### src/rtl/ssk_pkg.sv
// Shared types and character codes for the statement/block skip scanner.
`timescale 1ns / 1ps
`default_nettype none

package ssk_pkg;

	typedef enum logic [2:0] {
		LEX_NORMAL,
		LEX_SLASH,
		LEX_LINE,
		LEX_BLOCK,
		LEX_STAR
	} lex_mode_t;

	typedef enum logic [1:0] {
		QUOTE_NONE,
		QUOTE_DOUBLE,
		QUOTE_SINGLE
	} quote_t;

	localparam logic [1:0] STATUS_BRACE     = 2'd0;
	localparam logic [1:0] STATUS_SEMI      = 2'd1;
	localparam logic [1:0] STATUS_EARLY_END = 2'd2;

	localparam logic [7:0] CHR_EOF     = 8'h00;
	localparam logic [7:0] CHR_SUB     = 8'h1A;
	localparam logic [7:0] CHR_NL      = 8'h0A;
	localparam logic [7:0] CHR_DQUOTE  = 8'h22;
	localparam logic [7:0] CHR_SQUOTE  = 8'h27;
	localparam logic [7:0] CHR_LPAREN  = 8'h28;
	localparam logic [7:0] CHR_RPAREN  = 8'h29;
	localparam logic [7:0] CHR_STAR    = 8'h2A;
	localparam logic [7:0] CHR_SLASH   = 8'h2F;
	localparam logic [7:0] CHR_SEMI    = 8'h3B;
	localparam logic [7:0] CHR_LBRACE  = 8'h7B;
	localparam logic [7:0] CHR_RBRACE  = 8'h7D;

	typedef struct packed {
		logic       report;
		logic [1:0] status;
	} scan_result_t;

endpackage

`default_nettype wire

### src/rtl/ssk_scan.sv
// Per-character next-state and report logic of the skip scanner.
`timescale 1ns / 1ps
`default_nettype none

module ssk_scan
	import ssk_pkg::*;
#(
	parameter int DEPTH_BITS = 16
) (
	input  wire logic [7:0]                   char_in,
	input  wire lex_mode_t                    lex_cur,
	input  wire quote_t                       quote_cur,
	input  wire logic [DEPTH_BITS-1:0]        paren_cur,
	input  wire logic signed [DEPTH_BITS-1:0] brace_cur,
	output lex_mode_t                         lex_nxt,
	output quote_t                            quote_nxt,
	output logic [DEPTH_BITS-1:0]             paren_nxt,
	output logic signed [DEPTH_BITS-1:0]      brace_nxt,
	output scan_result_t                      result
);

	localparam logic [DEPTH_BITS-1:0] PAREN_MAX = {DEPTH_BITS{1'b1}};
	localparam logic signed [DEPTH_BITS-1:0] BRACE_MAX = {1'b0, {(DEPTH_BITS-1){1'b1}}};
	localparam logic signed [DEPTH_BITS-1:0] BRACE_MIN = {1'b1, {(DEPTH_BITS-1){1'b0}}};

	logic quoted;
	logic normal;
	logic end_char;
	logic signed [DEPTH_BITS-1:0] brace_dec;

	assign quoted    = (quote_cur != QUOTE_NONE);
	assign end_char  = (char_in == CHR_EOF) || (char_in == CHR_SUB);
	assign brace_dec = (brace_cur != BRACE_MIN) ? brace_cur - 1'b1 : brace_cur;

	always_comb begin
		lex_nxt   = lex_cur;
		quote_nxt = quote_cur;
		paren_nxt = paren_cur;
		brace_nxt = brace_cur;
		result    = '0;
		normal    = 1'b0;

		case (lex_cur)
			LEX_SLASH: begin
				if (char_in == CHR_SLASH) begin
					lex_nxt = LEX_LINE;
				end else if (char_in == CHR_STAR) begin
					lex_nxt = LEX_BLOCK;
				end else begin
					// lone slash is dropped, this char scans normally
					lex_nxt = LEX_NORMAL;
					normal  = 1'b1;
				end
			end
			LEX_LINE: begin
				if (char_in == CHR_NL) lex_nxt = LEX_NORMAL;
			end
			LEX_BLOCK: begin
				if (char_in == CHR_STAR) lex_nxt = LEX_STAR;
			end
			LEX_STAR: begin
				if (char_in == CHR_SLASH) lex_nxt = LEX_NORMAL;
				else if (char_in != CHR_STAR) lex_nxt = LEX_BLOCK;
			end
			default: begin
				lex_nxt = LEX_NORMAL;
				normal  = 1'b1;
			end
		endcase

		if (normal) begin
			case (char_in)
				CHR_SLASH: lex_nxt = LEX_SLASH;
				CHR_LBRACE: begin
					if (!quoted && brace_cur != BRACE_MAX) brace_nxt = brace_cur + 1'b1;
				end
				CHR_RBRACE: begin
					if (!quoted) begin
						brace_nxt = brace_dec;
						if (brace_dec == '0) begin
							result.report = 1'b1;
							result.status = STATUS_BRACE;
						end
					end
				end
				CHR_DQUOTE: begin
					if (!quoted) quote_nxt = QUOTE_DOUBLE;
					else if (quote_cur == QUOTE_DOUBLE) quote_nxt = QUOTE_NONE;
				end
				CHR_SQUOTE: begin
					if (!quoted) quote_nxt = QUOTE_SINGLE;
					else if (quote_cur == QUOTE_SINGLE) quote_nxt = QUOTE_NONE;
				end
				CHR_LPAREN: begin
					if (!quoted && paren_cur != PAREN_MAX) paren_nxt = paren_cur + 1'b1;
				end
				CHR_RPAREN: begin
					if (!quoted && paren_cur != '0) paren_nxt = paren_cur - 1'b1;
				end
				CHR_SEMI: begin
					if (!quoted && paren_cur == '0 && brace_cur == '0) begin
						result.report = 1'b1;
						result.status = STATUS_SEMI;
					end
				end
				default: ;
			endcase
		end

		// end of input wins in every mode
		if (end_char) begin
			result.report = 1'b1;
			result.status = STATUS_EARLY_END;
		end

		if (result.report) begin
			lex_nxt   = LEX_NORMAL;
			quote_nxt = QUOTE_NONE;
			paren_nxt = '0;
			brace_nxt = '0;
		end
	end

endmodule

`default_nettype wire

### src/rtl/statement_block_skip_scanner_core.sv
// Top level of the statement/block skip scanner: input register, scan step, result register.
// A report appears on m_axis from the result register once its character has passed
// the input register and the scan step.
// Throughput: one character per cycle if not stalled; the scan state updates in one step.
// A pending result holds the input register only while a full result register is not taken.
// Reset (arst_n low, asynchronous): scan state cleared, both registers empty.
`timescale 1ns / 1ps
`default_nettype none

module statement_block_skip_scanner_core
	import ssk_pkg::*;
#(
	parameter int DEPTH_BITS = 16
) (
	input  wire logic       clk,
	input  wire logic       arst_n,
	input  wire logic       s_axis_tvalid,
	output logic            s_axis_tready,
	input  wire logic [7:0] s_axis_tdata,   // [7:0] source_byte
	output logic            m_axis_tvalid,
	input  wire logic       m_axis_tready,
	output logic [7:0]      m_axis_tdata    // [1:0] end_status, [7:2] zero
);

	lex_mode_t                    lex_q, lex_nxt;
	quote_t                       quote_q, quote_nxt;
	logic [DEPTH_BITS-1:0]        paren_q, paren_nxt;
	logic signed [DEPTH_BITS-1:0] brace_q, brace_nxt;
	scan_result_t                 result;

	logic       valid_s1;
	logic [7:0] char_s1;
	logic       out_valid_q;
	logic [1:0] status_q;
	logic       advance;

	ssk_scan #(
		.DEPTH_BITS(DEPTH_BITS)
	) u_scan (
		.char_in  (char_s1),
		.lex_cur  (lex_q),
		.quote_cur(quote_q),
		.paren_cur(paren_q),
		.brace_cur(brace_q),
		.lex_nxt  (lex_nxt),
		.quote_nxt(quote_nxt),
		.paren_nxt(paren_nxt),
		.brace_nxt(brace_nxt),
		.result   (result)
	);

	// a char without a report never waits on the output side
	assign advance       = valid_s1 && (!result.report || !out_valid_q || m_axis_tready);
	assign s_axis_tready = !valid_s1 || advance;
	assign m_axis_tvalid = out_valid_q;
	assign m_axis_tdata  = {6'b0, status_q};

	always_ff @(posedge clk or negedge arst_n) begin
		if (!arst_n) begin
			valid_s1    <= 1'b0;
			out_valid_q <= 1'b0;
			lex_q       <= LEX_NORMAL;
			quote_q     <= QUOTE_NONE;
			paren_q     <= '0;
			brace_q     <= '0;
		end else begin
			if (s_axis_tready) valid_s1 <= s_axis_tvalid;
			if (advance) begin
				lex_q   <= lex_nxt;
				quote_q <= quote_nxt;
				paren_q <= paren_nxt;
				brace_q <= brace_nxt;
			end
			if (advance && result.report) out_valid_q <= 1'b1;
			else if (m_axis_tready) out_valid_q <= 1'b0;
		end
	end

	always_ff @(posedge clk) begin
		if (s_axis_tready) char_s1 <= s_axis_tdata;
		if (advance && result.report) status_q <= result.status;
	end

endmodule

`default_nettype wire

### config.mk
export PLATFORM = sky130hd
export DESIGN_NAME = statement_block_skip_scanner_core
export DESIGN_NICKNAME = d
export VERILOG_FILES = /design/src/rtl/ssk_pkg.sv /design/src/rtl/ssk_scan.sv /design/src/rtl/statement_block_skip_scanner_core.sv
export SDC_FILE = /design/constraint.sdc
export NUM_CORES = 1
export LEC_CHECK = 0
export BUFFER_PORTS_ARGS = -buffer_cell sky130_fd_sc_hd__buf_4
export CAP_MARGIN = 20
export CORE_MARGIN = 8
export CORE_UTILIZATION = 50
export CTS_BUF_LIST = sky130_fd_sc_hd__clkbuf_2
export DETAILED_ROUTE_END_ITERATION = 10
export PLACE_DENSITY = 0.78
export RECOVER_POWER = 25
export SLEW_MARGIN = 20
export SYNTH_ARGS = -nofsm -noshare
export SYNTH_HDL_FRONTEND = slang
export SYNTH_SLANG_ARGS = --single-unit
export TNS_END_PERCENT = 50
### constraint.sdc
create_clock -name clk -period 3.83 [get_ports clk]
set_clock_uncertainty 0.1 [all_clocks]
set_input_delay 0 -clock clk [delete_from_list [all_inputs] [get_ports clk]]
set_output_delay 0 -clock clk [all_outputs]
set_load 0.01 [all_outputs]
Word level (Yosys, flattened, before mapping)
Index checks and enable logic that the tools add are counted.
{"block": "word_totals", "regBits": 49, "in_bits": 12, "out_inout_bits": 10, "wordCells": 111}
{"block": "op_classes", "addsub": 4, "n_eq_ne": 27, "mux": 39, "n_bitwise": 1, "n_reduce_logical": 31}
{"op": "$mux W16", "n": 9}
{"op": "$pmux W16 S2", "n": 2}
{"op": "$eq A8 B6 Y1 const B", "n": 7}
{"op": "$logic_not A16 Y1", "n": 3}
{"op": "$ne A16 B16 Y1 const B", "n": 3}
{"op": "$mux W3", "n": 13}
{"op": "$add A16 B1 Y16 const B", "n": 2}
{"op": "$sub A16 B1 Y16 const B", "n": 2}
{"op": "$eq A8 B7 Y1 const B", "n": 2}
{"op": "$reduce_bool A16 Y1", "n": 1}
{"op": "$reduce_and A5 Y1", "n": 3}
{"op": "$mux W2", "n": 7}
{"op": "$pmux W3 S4", "n": 1}
{"op": "$ne A3 B2 Y1 const B", "n": 3}
{"op": "$reduce_bool A3 Y1", "n": 3}
{"op": "$eq A8 B4 Y1 const B", "n": 1}
{"op": "$eq A8 B5 Y1 const B", "n": 1}
{"op": "$logic_not A8 Y1", "n": 1}
{"op": "$ne A4 B4 Y1 const B", "n": 2}
{"op": "$ne A8 B6 Y1 const B", "n": 1}
{"op": "$logic_and A1 B1 Y1", "n": 7}
{"op": "$eq A3 B2 Y1 const B", "n": 2}
{"op": "$pmux W3 S2", "n": 1}
{"op": "$reduce_bool A2 Y1", "n": 3}
{"op": "13 further kinds", "n": 22}

Depth between registers and ports, before layout
Gate-level depths: netlist (run 1).
{"block": "depth", "depth_word": 14, "depth_mapped": 13, "mapped_depth_nobuf": 12}

By module
A second synthesis (run 1) with hierarchy kept.
{"block": "hier_totals", "cells_unflattened": 681, "area_unflattened_um2": 5725.5}
{"mod": "ssk_scan", "n_inst": 1, "cells_per_inst": 445, "area_each_um2": 3078.0, "seq_area_each_um2": 0.0}
{"mod": "statement_block_skip_scanner_core", "n_inst": 1, "cells_per_inst": 236, "area_each_um2": 2647.5, "seq_area_each_um2": 1276.2}

Worst setup path before layout (run 1)
No wires, ideal clock.
{"block": "synth_timing", "path_kind": "register -> register", "from": "register char_s1[4]", "to": "register paren_q[15]", "setup_time_ns": 0.083, "arrival_time_ns": 3.301, "required_ns": 3.647, "slack_ns": 0.346, "stages_incl_launch_ff": 13, "path_buffers": 0, "period_less_slack_ns": 3.484, "path_cell_list": "edfxtp_1 -> or4b_1 -> nor2_1 -> and3_1 -> ha_1 -> a211oi_1 -> nor2_1 -> o211ai_1 -> a31oi_1 -> o41ai_1 -> xor2_1 -> or3_1 -> o21ai_0"}
{"block": "synth_between", "elab_chain_len": 11, "elab_cells_between_ends": 27, "classes_between": "9 x eq/ne; 9 x mux; 9 x reduce/logical"}
{"element": "from (decl)", "line_no": "statement_block_skip_scanner_core.sv:32", "rtl": "logic [7:0] char_s1;"}
{"element": "from (signal assigned)", "line_no": "statement_block_skip_scanner_core.sv:80", "rtl": "if (s_axis_tready) char_s1 <= s_axis_tdata;"}
{"element": "$eq A8 B6 Y1", "line_no": "ssk_scan.sv:47", "rtl": "end else if (char_in == CHR_STAR) begin"}
{"element": "$mux W1", "line_no": "ssk_scan.sv:47"}
{"element": "$mux W1", "line_no": "ssk_scan.sv:45", "rtl": "if (char_in == CHR_SLASH) begin"}
{"element": "$pmux W1 S2", "line_no": "ssk_scan.sv:43", "rtl": "case (lex_cur)"}
{"element": "$mux W3", "line_no": "ssk_scan.sv:71", "rtl": "if (normal) begin"}
{"element": "$mux W3", "line_no": "ssk_scan.sv:111", "rtl": "if (end_char) begin"}
{"element": "$logic_not A1 Y1", "line_no": "statement_block_skip_scanner_core.sv:53", "rtl": "assign advance = valid_s1 && (!result.report || !out_valid_q || m_axis_tready);"}
{"element": "$logic_or A1 B1 Y1 (2 in series)", "line_no": "statement_block_skip_scanner_core.sv:53"}
{"element": "$logic_and A1 B1 Y1", "line_no": "statement_block_skip_scanner_core.sv:53"}
{"element": "$reduce_and A5 Y1 (no line)"}
{"element": "to (signal assigned)", "line_no": "statement_block_skip_scanner_core.sv:71", "rtl": "paren_q <= paren_nxt;"}
{"element": "to (decl)", "line_no": "statement_block_skip_scanner_core.sv:27", "rtl": "logic [DEPTH_BITS-1:0] paren_q, paren_nxt;"}
Several ways; a longest one is shown, not always the timed one. The select of a mux whose other input is x is not followed.
A chain may end at the register's enable or synchronous reset.

Worst setup path in the final report (run 1)
{"block": "layout_timing", "from": "register brace_q[0]", "to": "output s_axis_tready"}
{"block": "layout_between", "elab_chain_len": 13, "elab_cells_between_ends": 17, "classes_between": "1 x add/sub; 1 x eq/ne; 7 x mux; 8 x reduce/logical"}
{"element": "from (decl)", "line_no": "statement_block_skip_scanner_core.sv:28", "rtl": "logic signed [DEPTH_BITS-1:0] brace_q, brace_nxt;"}
{"element": "from (signal assigned)", "line_no": "statement_block_skip_scanner_core.sv:72", "rtl": "brace_q <= brace_nxt;"}
{"element": "$sub A16 B1 Y16 or $ne A16 B16 Y1 (tied branches)", "line_no": "ssk_scan.sv:33", "rtl": "assign brace_dec = (brace_cur != BRACE_MIN) ? brace_cur - 1'b1 : brace_cur;"}
{"element": "$mux W16", "line_no": "ssk_scan.sv:33"}
{"element": "$logic_not A16 Y1", "line_no": "ssk_scan.sv:80", "rtl": "if (brace_dec == '0) begin"}
{"element": "$mux W3", "line_no": "ssk_scan.sv:80"}
{"element": "$mux W3", "line_no": "ssk_scan.sv:78", "rtl": "if (!quoted) begin"}
{"element": "$pmux W3 S2 *", "line_no": "ssk_scan.sv:72", "rtl": "case (char_in)"}
{"element": "$mux W3 *", "line_no": "ssk_scan.sv:71"}
{"element": "$mux W3 *", "line_no": "ssk_scan.sv:111"}
{"element": "$logic_not A1 Y1 *", "line_no": "statement_block_skip_scanner_core.sv:53"}
{"element": "$logic_or A1 B1 Y1 * (2 in series)", "line_no": "statement_block_skip_scanner_core.sv:53"}
{"element": "$logic_and A1 B1 Y1 *", "line_no": "statement_block_skip_scanner_core.sv:53"}
{"element": "$logic_or A1 B1 Y1 *", "line_no": "statement_block_skip_scanner_core.sv:54", "rtl": "assign s_axis_tready = !valid_s1 || advance;"}
{"element": "to (decl)", "line_no": "statement_block_skip_scanner_core.sv:18", "rtl": "output logic s_axis_tready,"}
Mark *: on every way between the ends. The rest lies on a longest branch, timed or not.

==> results.py, run 1 <==
metrics = {
    "final_layout": {
        "mostFrequentLayoutCells": "nand2_1 (45), dfrtp_1 (38), nor2_1 (37), o21ai_0 (37), nand3_1 (35)",
        "nFillCells": 680,
        "drive_above_1_share_pct": 11.65,
        "nets": 526,
        "postLayoutCoreUtil_pct": 56.53,
        "stdcell_count": 600,
        "diodes": 0,
        "layout_commonest_cell": "nand2_1",
        "area_growth_pct": 10.29,
    },
    "global_route": {
        "gr-total-overflow": 0,
        "grt_first_pass_wirelength_um": 17230,
        "grt_pass1_vias": 3669,
        "track_usage_pct": 18.37,
        "grt_start_max_net_pins": 40,
        "antenna_found_initial": 0,
    },
    "timing": {
        "hold_viol": 0,
        "tightest_slew_ps": 2218,
        "period_share_pct": 94.30,
        "relSlewSlack_pct": -47.88,
        "fin_crit_ps": 3612,
        "drv_slew": 40,
        "setup_viol": 0,
        "fmax_ghz": 0.2769,
    },
    "synthesis": {
        "synth.distinct_cells": 74,
        "synth-main-ff-cell": "dfrtp_1",
        "async_reset_ff_share_pct": 79.59,
        "yosysTopAreaCell": "dfrtp_1",
        "synth_top_cell_area_share_pct": 24.77,
        "synthTopCellsByArea": "dfrtp_1 (25%), edfxtp_1 (7.6%), ha_1 (5.1%), o21ai_0 (4.7%), nand3_1 (4.4%)",
        "synth_edf_count": 10,
        "ys_warn_count": 0,
        "syn_area_um2": 3940,
        "ys_seq_area_share_pct": 32.39,
        "synth_seq_cells": 49,
        "synthCells": 481,
        "syn_area_per_cell_um2": 8.191,
    },
    "power": {
        "fin_total_pwr_w": 0.001479,
        "vdd_drop_max_mv": 0.2655,
        "power_density_nw_per_um2": 340.3,
        "cellLeakagePower_nw": 1.843,
    },
    "routing": {
        "vias": 3810,
        "via_per_inst": 6.350,
        "dr.pass1.iters": 4,
        "first_iter_violations": 308,
        "ant_nets": 0,
        "wl_per_cell_um": 16.89,
        "finalWirelength_um": 10130,
        "drc": 0,
    },
    "floorplan": {
        "dieArea_um2": 10980,
        "num_rows": 32,
        "core-area_um2": 7687,
        "ios": 22,
        "die-width_um": 104.8,
        "start_util_pct": 51.25,
        "die_h_um": 104.8,
    },
    "critical_path": {
        "cp_slowest_cell": "dfrtp_2",
        "crit_arrival_ps": 3510,
        "cp-end-kind": "output port",
        "required_ps": 3730,
        "cp-start-kind": "flop",
        "critPathTopFamily": "simple AND/OR/NAND/NOR gates",
        "path_max_fanout": 11,
        "worst-path-buf-inv": 3,
        "cp_cell_sequence": "inv_1, ha_2, or3b_1, o31a_1, a31oi_1, nand2_1, o31ai_1, buf_4, nand2_2, nor2_2, nand2_2, buf_4",
        "max_stage_delay_ps": 530,
        "crit_type": "reg2out",
    },
    "clock_tree": {
        "cts_tree": "yes",
        "insertion_delay_ps": 470,
        "cts.reportedPaths.clkPinSlew_ps": 320,
        "cts.path.max_buffers": 2,
        "cts_htree_levels": 2,
        "cts_buffers": 5,
        "clock_sinks": 49,
        "cts-root-buf": "clkbuf_2",
    },
    "min_path": {
        "hold_class": "in2reg",
    },
    "flow_run": {
        "max_cap_viol_count": 1,
    },
    "outcome": {
        "run_status": "complete, but fails checks",
        "violations": "max-capacitance violations, max-slew violations",
    },
    "placement": {
        "hpwl_um": 7007,
        "dp.cells": 579,
        "gp_congestion": 0.8798,
        "port_buffers": 15,
    },
}
## final cells by class
class / instances / area [um^2] / share of cell area, %
Inverter: 11 / 41.29 / 0.9502
Tap cell: 102 / 127.6 / 2.937
Clock buffer: 5 / 25.02 / 0.5759
Sequential cell: 49 / 1277 / 29.40
Clock inverter: 3 / 68.82 / 1.584
Timing Repair Buffer: 39 / 319.1 / 7.342
Multi-Input combinational cell: 391 / 2486 / 57.21
## kinds of logic after synthesis
kind of cell,synth area share [%]
mux,0.7939
xor+xnor,2.890
simple gates,32.42
flops,32.39
compound gates,20.26
buf+inv,5.557
fa+ha+maj,5.589
other cells,0.09518
## worst reg2reg max path, delay by kind of cell, from the launching register on
family / cells / cell delay, ps
compound gates: 5 / 1000
flops: 1 / 520
simple gates: 5 / 1510
fa+ha+maj: 1 / 280
xor+xnor: 1 / 140
## final timing paths
path	start	endpoint	slack (ps)	cells after the start
min in group asynchronous	arst_n	brace_q[13]$_DFFE_PN0P_	1230	4
max in group asynchronous	arst_n	brace_q[0]$_DFFE_PN0P_	1030	4
worst max-delay path	brace_q[0]$_DFFE_PN0P_	s_axis_tready	220	12
worst min-delay path	s_axis_tvalid	valid_s1$_DFFE_PN0P_	160	3
worst min register to register	paren_q[12]$_DFFE_PN0P_	paren_q[12]$_DFFE_PN0P_	480	2
worst max register to register	char_s1[4]$_DFFE_PP_	paren_q[15]$_DFFE_PN0P_	240	12
## cell usage after synthesis (all sizes together) (6+ instances only)
library cell  count
nand4            17
a21o              6
ha               16
and3              8
or3              12
xor2              9
nand2b            6
inv              11
a31oi            11
a21oi            18
nor3             24
nand2            48
nor2             38
o21ai            39
o211ai            7
edfxtp           10
clkbuf           14
dfrtp            39
buf              21
nand3            35
nor4             11
## sequential cells by signal (all words and copies together) (netlist names)
register / cells
valid_s1: 1
paren_q: 16
char_s1: 8
m_axis_tvalid: 1
lex_q: 3
quote_q: 2
brace_q: 16
status_q: 2
## where the power goes
group / switching, W / leakage, nW / total [W] / internal (W)
combinational: 0.000240 / 1.28 / 0.000447 / 0.000207
clock: 0.000188 / 0.0536 / 0.000366 / 0.000178
sequential: 0.0000802 / 0.512 / 0.000666 / 0.000586
total: 0.000508 / 1.84 / 0.00148 / 0.000970
## per-stage QoR
stage	hold slack, ps	setup TNS, ps	area [um^2]	worst slack [ps]
2_1_floorplan	-395.6	0	3959	346.2
5_1_grt	145.0	-10.45	4345	-10.45
6_report	161.4	0	4345	218.4
3_3_place_gp	-92.84	0	4104	292.7
4_1_cts	147.9	0	4338	40.02
3_5_place_dp	-85.21	0	4104	181.5
## what timing repair did
action / 4_1_cts / 5_1_grt
resized for setup: 0 / 7
hold endpoints to repair: 50 / 0
setup endpoints to repair: 0 / 4
hold buffers: 13 / 0
setup buffers: 0 / 0
## layer usage
layer | vias to the layer above | wire length, um | share of wire [%] | GRT usage (%)
met5 | - | 0 | 0 | 0
met4 | 0 | 196 | 1.9 | 7.543
met3 | 28 | 532 | 5.3 | 3.256
met2 | 136 | 4903 | 48 | 29.73
met1 | 1813 | 4499 | 44 | 23.66
li1 | 1833 | - | - | -
No activity file was read; power rests on OpenSTA's default activity.
==> run 2, diff against run 1 <==
RECOVER_POWER = 50   (was 25)
==> results.py, run 2 (same netlist as run 1, synthesis figures left out) <==
metrics = {
    "timing": {
        "period_share_pct": 94.31,
        "hold_viol": 0,
        "relSlewSlack_pct": -46.40,
        "setup_viol": 0,
        "setup_slack_ps": 217.9,
        "tightest_slew_ps": 2196,
        "setup_tns_ps": 0,
        "drv_slew": 40,
        "fin_crit_ps": 3612,
        "fmax_ghz": 0.2768,
    },
    "global_route": {
        "grt_start_max_net_pins": 40,
        "grt_pass1_vias": 3669,
        "track_usage_pct": 18.37,
        "antenna_found_initial": 0,
        "gr-total-overflow": 0,
        "grt_first_pass_wirelength_um": 17230,
    },
    "min_path": {
        "hold_path_depth": 3,
        "hold_class": "in2reg",
    },
    "final_layout": {
        "area_growth_pct": 10.00,
        "stdcell_count": 600,
        "nets": 526,
        "drive_above_1_share_pct": 11.04,
        "mostFrequentLayoutCells": "nand2_1 (45), dfrtp_1 (38), nor2_1 (37), o21ai_0 (37), nand3_1 (35)",
        "diodes": 0,
        "top_regs": "brace_q (16), paren_q (16), char_s1 (8)",
        "layout_commonest_cell": "nand2_1",
        "design_area_um2": 4334,
    },
    "clock_tree": {
        "cts.path.max_buffers": 2,
        "cts_tree": "yes",
        "insertion_delay_ps": 470,
        "cts.reportedPaths.clkPinSlew_ps": 310,
        "cts_htree_levels": 2,
        "clock_sinks": 49,
        "cts-root-buf": "clkbuf_2",
        "cts_buffers": 5,
    },
    "power": {
        "vdd_drop_max_mv": 0.2652,
        "fin_total_pwr_w": 0.001477,
        "power_density_nw_per_um2": 340.8,
        "cellLeakagePower_nw": 1.830,
    },
    "flow_run": {
        "max_cap_viol_count": 1,
    },
    "critical_path": {
        "reg2reg_slack_ps": 250,
        "crit_type": "reg2out",
        "cp_cell_sequence": "inv_1, ha_2, or3b_1, o31a_1, a31oi_1, nand2_1, o31ai_1, buf_4, nand2_2, nor2_2, nand2_2, buf_4",
        "r2r_cells": 12,
        "cp-start-kind": "flop",
        "cp_slowest_cell": "dfrtp_2",
        "crit_arrival_ps": 3510,
        "required_ps": 3730,
        "cp-end-kind": "output port",
        "path_max_fanout": 11,
        "max_stage_delay_ps": 530,
    },
    "routing": {
        "ant_nets": 0,
        "dr.pass1.iters": 5,
        "wl_per_cell_um": 16.80,
        "first_iter_violations": 298,
        "vias": 3800,
        "via_per_inst": 6.333,
        "drc": 0,
        "finalWirelength_um": 10080,
    },
    "floorplan": {
        "start_util_pct": 51.25,
        "die-width_um": 104.8,
        "dieArea_um2": 10980,
        "num_rows": 32,
        "ios": 22,
        "core-area_um2": 7687,
        "die_h_um": 104.8,
    },
    "placement": {
        "placed_cell_area_um2": 4104,
        "place_ws_ps": 181.5,
        "dp.cells": 579,
        "gp_congestion": 0.8798,
        "hpwl_um": 7007,
        "port_buffers": 15,
    },
    "outcome": {
        "run_status": "complete, but fails checks",
        "violations": "max-capacitance violations, max-slew violations",
    },
}
-- run 2: cell types whose count changed in the layout (fill, tap and decap cells not counted), sizes merged --
| cell | change |
|---|---|
| clkbuf | +3 |
| buf | -3 |
-- run 2: where the power goes --
part | leakage, nW | switching, W | total, W | internal [W]
Sequential | 0.512 | 0.0000799 | 0.000665 | 0.000586
Combinational | 1.26 | 0.000240 | 0.000447 | 0.000207
Clock | 0.0536 | 0.000187 | 0.000365 | 0.000178
-- run 2: timing repair --
item,CTS,global route
resized for setup,0,7
buffers inserted,0,0
hold endpoints to repair,50,0
setup endpoints to repair,0,4
hold buffers,13,0
-- run 2: final timing paths --
kind                                         startpoint                 endpoint
worst max-delay path             brace_q[0]$_DFFE_PN0P_            s_axis_tready
worst min-delay path                      s_axis_tvalid     valid_s1$_DFFE_PN0P_
worst max register to register     char_s1[4]$_DFFE_PP_  paren_q[15]$_DFFE_PN0P_
worst min register to register  paren_q[12]$_DFFE_PN0P_  paren_q[12]$_DFFE_PN0P_
max in group asynchronous                        arst_n   brace_q[0]$_DFFE_PN0P_
min in group asynchronous                        arst_n  brace_q[13]$_DFFE_PN0P_
-- run 2: cell type report --
class | instances | area (um^2)
clock buffers | 5 | 25.02
clock inverters | 3 | 68.82
fillers | 678 | 3353
inverters | 11 | 41.29
multi-input cells | 391 | 2486
flip-flops and latches | 49 | 1277
well taps | 102 | 127.6
repair buffers | 39 | 307.8
-- run 2: metrics by stage --
stage                     util (%)  hold WS, ps
after floorplan                  -       -395.6
after global placement       53.39       -92.84
after detailed placement     53.39       -85.21
after CTS                    56.43        147.9
after global routing         56.38        145.0
final                        56.38        161.3
-- run 2: layer usage --
metal  GRT usage, %  vias to the layer above  wire, um
met4          7.543                        0       223
li1               -                     1834         -
met5              0                        -         0
met3          3.256                       31       554
met1          23.66                     1804      4453
met2          29.73                      131      4851
-- run 2: critical path, delay by kind of cell (launching register included) --
kind	cells	cell delay [ps]
flip-flops	1	530
adder cells (fa/ha/maj)	1	230
buffers and inverters	3	560
AO/OA/AOI/OAI	3	730
AND/OR/NAND/NOR	5	1000
